<file path="config.mk">
export PLATFORM = sky130hd
export DESIGN_NAME = beas_splat
export DESIGN_NICKNAME = d
export VERILOG_FILES = /design/src/rtl/core/beas_pkg.sv /design/src/rtl/core/beas_splat.sv
export SDC_FILE = /design/constraint.sdc
export NUM_CORES = 1
export LEC_CHECK = 0
export BUFFER_PORTS_ARGS = -buffer_cell sky130_fd_sc_hd__buf_4
export CAP_MARGIN = 20
export CORE_MARGIN = 2
export CORE_UTILIZATION = 58
export CTS_CLUSTER_SIZE = 40
export DETAILED_ROUTE_END_ITERATION = 8
export MAX_ROUTING_LAYER = met4
export PLACE_DENSITY = 0.79
export SKIP_CTS_REPAIR_TIMING = 1
export SLEW_MARGIN = 40
export SYNTH_ARGS = -nofsm -noshare
export SYNTH_HDL_FRONTEND = slang
export SYNTH_SLANG_ARGS = --single-unit
</file>
<file path="constraint.sdc">
create_clock -name clk -period 12.8 [get_ports clk]
set_clock_uncertainty 0.2 [all_clocks]
set_input_delay 1.92 -clock clk [delete_from_list [all_inputs] [get_ports clk]]
set_output_delay 1.92 -clock clk [all_outputs]
set_load 0.03 [all_outputs]
</file>
<file path="src/rtl/core/beas_pkg.sv">
// Shared constants for the Bezier evaluation and antialiased splat unit.
package beas_pkg;

	// Fixed widths of the ports and of the configuration registers.
	localparam int TPARAM_W = 17;
	localparam int PIX_W    = 10;
	localparam int INT_W    = 8;
	localparam int REG_W    = 26;
	localparam int Y_LSB    = 16;
	localparam int DATA_W   = 32;
	localparam int ADDR_W   = 5;

	// Register map: control points 0..5 at byte address 4*i.
	localparam int NUM_REGS   = 6;
	localparam int REG_POINT0 = 0;

	// Intensity gain, 255 / 0.75, and the saturation limit.
	localparam int SHADE_GAIN = 340;
	localparam int INT_MAX    = 255;

	// Index of the fourth and final write of one curve point.
	localparam logic [1:0] LAST_IDX = 2'd3;

endpackage

</file>
<file path="src/rtl/core/beas_splat.sv">
// Pixel rounding and the four antialiased writes around one curve point.
module beas_splat import beas_pkg::*; #(
	parameter int C = 10,
	parameter int F = 16
) (
	input  logic             clk,
	input  logic             arst_n,
	input  logic             in_valid,
	output logic             in_ready,
	input  logic [C+F-1:0]   x_i,
	input  logic [C+F-1:0]   y_i,
	output logic             pix_valid,
	input  logic             pix_stall,
	output logic [PIX_W-1:0] pixel_x,
	output logic [PIX_W-1:0] pixel_y,
	output logic [INT_W-1:0] intensity,
	output logic             last_write
);

	localparam int W  = C + F;
	localparam int DW = F + 3;
	localparam int CW = C + 2;
	localparam int SW = F + 10;
	localparam logic signed [DW-1:0] ONE_D  = DW'(1) << F;
	localparam logic signed [DW-1:0] HALF_D = DW'(1) << (F - 1);
	localparam logic [CW-1:0]        CMAX   = CW'((1 << C) - 1);

	logic                 v_rnd_q;
	logic [C:0]           rx_s1;
	logic [C:0]           ry_s1;
	logic signed [DW-1:0] fx_s1;
	logic signed [DW-1:0] fy_s1;
	logic [1:0]           cnt_q;
	logic                 pix_valid_q;
	logic                 out_load;
	logic [W:0]           xh;
	logic [W:0]           yh;
	logic [CW-1:0]        oxw;
	logic [CW-1:0]        oyw;
	logic [CW-1:0]        ox_sat;
	logic [CW-1:0]        oy_sat;
	logic signed [DW-1:0] dx;
	logic signed [DW-1:0] dy;
	logic signed [DW-1:0] dmax;
	logic signed [DW-1:0] m;
	logic [SW-1:0]        sprod;
	logic [SW-F-1:0]      sval;
	logic [INT_W-1:0]     shade;

	assign xh = {1'b0, x_i} + ((W + 1)'(1) << (F - 1));
	assign yh = {1'b0, y_i} + ((W + 1)'(1) << (F - 1));

	assign out_load = v_rnd_q && (!pix_valid_q || !pix_stall);
	assign in_ready = !v_rnd_q || (out_load && cnt_q == LAST_IDX);

	always_ff @(posedge clk or negedge arst_n) begin
		if (!arst_n) begin
			v_rnd_q     <= 1'b0;
			cnt_q       <= 2'd0;
			pix_valid_q <= 1'b0;
		end else begin
			if (in_ready) begin
				v_rnd_q <= in_valid;
			end
			if (out_load) begin
				cnt_q       <= cnt_q + 2'd1;
				pix_valid_q <= 1'b1;
			end else if (!pix_stall) begin
				pix_valid_q <= 1'b0;
			end
		end
	end

	always_ff @(posedge clk) begin
		if (in_valid && in_ready) begin
			rx_s1 <= xh[W:F];
			ry_s1 <= yh[W:F];
			fx_s1 <= $signed(DW'(xh[F-1:0])) - HALF_D;
			fy_s1 <= $signed(DW'(yh[F-1:0])) - HALF_D;
		end
	end

	// Write order: the pixel, below, right, below-right.
	always_comb begin
		oxw    = CW'(rx_s1) + CW'(cnt_q[1]);
		oyw    = CW'(ry_s1) + CW'(cnt_q[0]);
		ox_sat = (oxw > CMAX) ? CMAX : oxw;
		oy_sat = (oyw > CMAX) ? CMAX : oyw;
		dx     = cnt_q[1] ? (ONE_D - fx_s1) : fx_s1;
		dy     = cnt_q[0] ? (ONE_D - fy_s1) : fy_s1;
		dmax   = (dx > dy) ? dx : dy;
		m      = ONE_D - dmax;
		sprod  = SW'(m[F:0]) * SW'(SHADE_GAIN);
		sval   = sprod[SW-1:F];
		if (m[DW-1] || m == '0) begin
			shade = '0;
		end else if (sval > (SW - F)'(INT_MAX)) begin
			shade = INT_W'(INT_MAX);
		end else begin
			shade = sval[INT_W-1:0];
		end
	end

	always_ff @(posedge clk) begin
		if (out_load) begin
			pixel_x    <= PIX_W'(ox_sat);
			pixel_y    <= PIX_W'(oy_sat);
			intensity  <= shade;
			last_write <= (cnt_q == LAST_IDX);
		end
	end

	assign pix_valid = pix_valid_q;

endmodule

</file>
==> results.md <==
- Outcome: complete, no violations
- Register area share after synthesis: 31.9%
- YS warnings: 0
- Post-synthesis instance total: 834
- Main combinational cell family by area after synthesis: adder cells
- Worst-Skew Late Latency: 0.35 ns
- GR Overflow Total: 0
- Die X: roughly 120 um
- ANT nets after route: 0
- # fillers: 1154
- DRT Pass-1 Iters: 5
- Final period util: 83.8%
- # diodes: 0
- Standard-cell row count: 43
- CTS tree: yes
- Post-synthesis mux area share: 1.23%
- Crit end category: register
- Die footprint: 15000 um2
- Core Box Area: 13800 um2
- Vias in the first global route: 5864
- Arr. time, crit path: between 10 and 15 ns
- Netlist cell types: 80
- Critical path peak fanout: 17
- Fin Setup TNS: 0 ns
- Critical Path Slowest Stage Cell: o41ai_2
- RSZ-0062 raised after global routing: false
- XOR/XNOR Fraction of Synth Area: between 10 and 15%
- DR vias/cell: roughly 5.8
- # IOs: 87
- Initial core utilization: 59.1%
- Layout cells sized above 1: 14.1%
- Post-synth EDFFs: 83
- CTS clock-pin slew for the worst setup and hold paths: ~0.070 ns
- First-pass GRT wire length: 27500 um
- Top-count cell post-synth: inv_1
- Post-Synth Adder-Cell Area: 19.3%
- Final Hold Fails: 0
- Clock root buffer: clkbuf_16
- CTS H-Tree Depth: 3
- Post-Synth Simple-Gate Area: 16.3%
- Complex-gate fraction of the synthesized area: 14.9%
- Routed vias: 6391
- Starting DRC count in detailed routing: 553
- Synth area leader: edfxtp_1
- Mean post-synth cell area: 9.75 um2
- Max-Cap Viols: 0
- Largest net degree at the start of global routing: 55
- Largest stage delay on the critical path: 0.73 ns
- Initial antenna violation count: 0
- RePlAce Congestion: 0.984
- CP startpoint kind: register
- Min cycle time layout: roughly 11 ns
- Worst rel slew slack: about half
- Asr flop ratio synth: between 4 and 5%
- Net Count, Synth: roughly 1000
- Crit Path Category: register to register
- Die Y-Extent: 122 um
- Gr usage total: around a quarter
- Total CTS buffers: 9
- Synth Cell Area: 8140 um2
- Achievable frequency: 0.0933 GHz
- Register bit total from synthesis: 87
- Post-synth top flop: edfxtp_1
- Nets: 1079
- Final setup viols: 0
- I/O Buffers: 86
- Final HPWL DP: 13700 um
- CTS Buffer Depth: 2
- Top cells by count, synth: inv_1, ha_1, edfxtp_1, nand2_1, xnor2_1
- Req. time, crit path: approximately 13 ns
- Placed Area: slightly below 9000 um2
- Measured slew at the worst slew-check pin: 0.713 ns
- Final instance area: 9210 um2
- DRT Wirelength: 17100 um
- Area contributors post-synth: edfxtp_1, ha_1, xnor2_1
- Area share of the largest cell type after synthesis: 30.6%
- Slew Viols, Final: 0
- DR WL/cell: 15.6 um
- Area growth syn-to-layout: 13.2%
- DRC violations left: 0
- CTS sink cnt: 87
- Min-delay worst type: register to register
-- metrics by stage --
step,hold WS (ns),worst slack (ns),utilization (%),instances
after floorplan,0.250,2.78,-,834
final,0.281,2.08,66.8,1095
after global placement,0.255,2.20,64.7,1079
after CTS,0.281,2.16,66.8,1095
after global routing,0.303,1.44,66.8,1095
after detailed placement,0.265,2.18,64.8,1079
-- area by class of cell --
cell class / count / area [um2] / share of cell area (%)
Clock buffer: 11 / 233 / 2.53
Clock inverter: 5 / 43.8 / 0.476
Inverter: 102 / 383 / 4.16
Multi-Input combinational cell: 622 / 5070 / 55.0
Sequential cell: 87 / 2590 / 28.2
Tap cell: 180 / 225 / 2.45
Timing Repair Buffer: 88 / 661 / 7.18
-- layout by cell type (no fill, tap or decap), drive strengths merged, types with 14 or more instances in the layout --
cell type	Yosys	final
a21oi	35	35
and3	25	25
buf	13	88
edfxtp	83	83
fa	21	21
ha	92	92
inv	101	102
nand2	55	55
nand2b	14	14
nand3	33	33
nor2	32	32
nor3	16	16
nor4	15	15
o21ai	25	25
xnor2	54	54
xor2	37	37
-- metal layers --
metal	track usage (%)	vias up	share of wire, %
li1	-	3172	-
met1	31.5	2982	45
met2	39.1	210	47
met3	4.55	27	5.6
met4	6.47	0	1.8
met5	-	-	0
-- critical path: cells and delay by family, from the launching register on --
kind                       cells  cell delay [ns]
adders and majority gates      8             2.78
xor gates and xnor gates       2             0.43
AOI/OAI and AO/OA             15             4.70
and+or+nand+nor                6             1.11
DFF                            1             0.50
buffers and inverters          7             0.70
-- path summary, 6_finish.rpt --
kind,endpoint,cells after the start,from,slack [ns]
min in group asynchronous,v_rnd_q,1,arst_n,1.16
worst min-delay path,pix_valid,1,v_rnd_q,0.28
worst max-delay path,intensity[4],38,fx_s1[0],2.08
max in group asynchronous,cnt_q[1],1,arst_n,11.11
worst max register to register,intensity[4],38,fx_s1[0],2.08
worst min register to register,pix_valid,1,v_rnd_q,0.28
-- state kept, by name, indices dropped and copies added (netlist names) --
signal and count:
fx_s1 16, fy_s1 16, rx_s1 11, ry_s1 11
pixel_x 10, pixel_y 10, intensity 8, cnt_q 2
last_write 1, pix_valid 1, v_rnd_q 1
-- cell families (layout without fill, tap and decap cells) --
family / after synthesis / in the layout
adders and majority gates: 113 / 113
DFF: 87 / 87
AOI/OAI and AO/OA: 163 / 163
buffers and inverters: 125 / 206
xor gates and xnor gates: 91 / 91
and+or+nand+nor: 245 / 245
muxes: 10 / 10
Power is not shown: default switching activity piles up to over one toggle a cycle in this logic, so the estimate is an artifact.
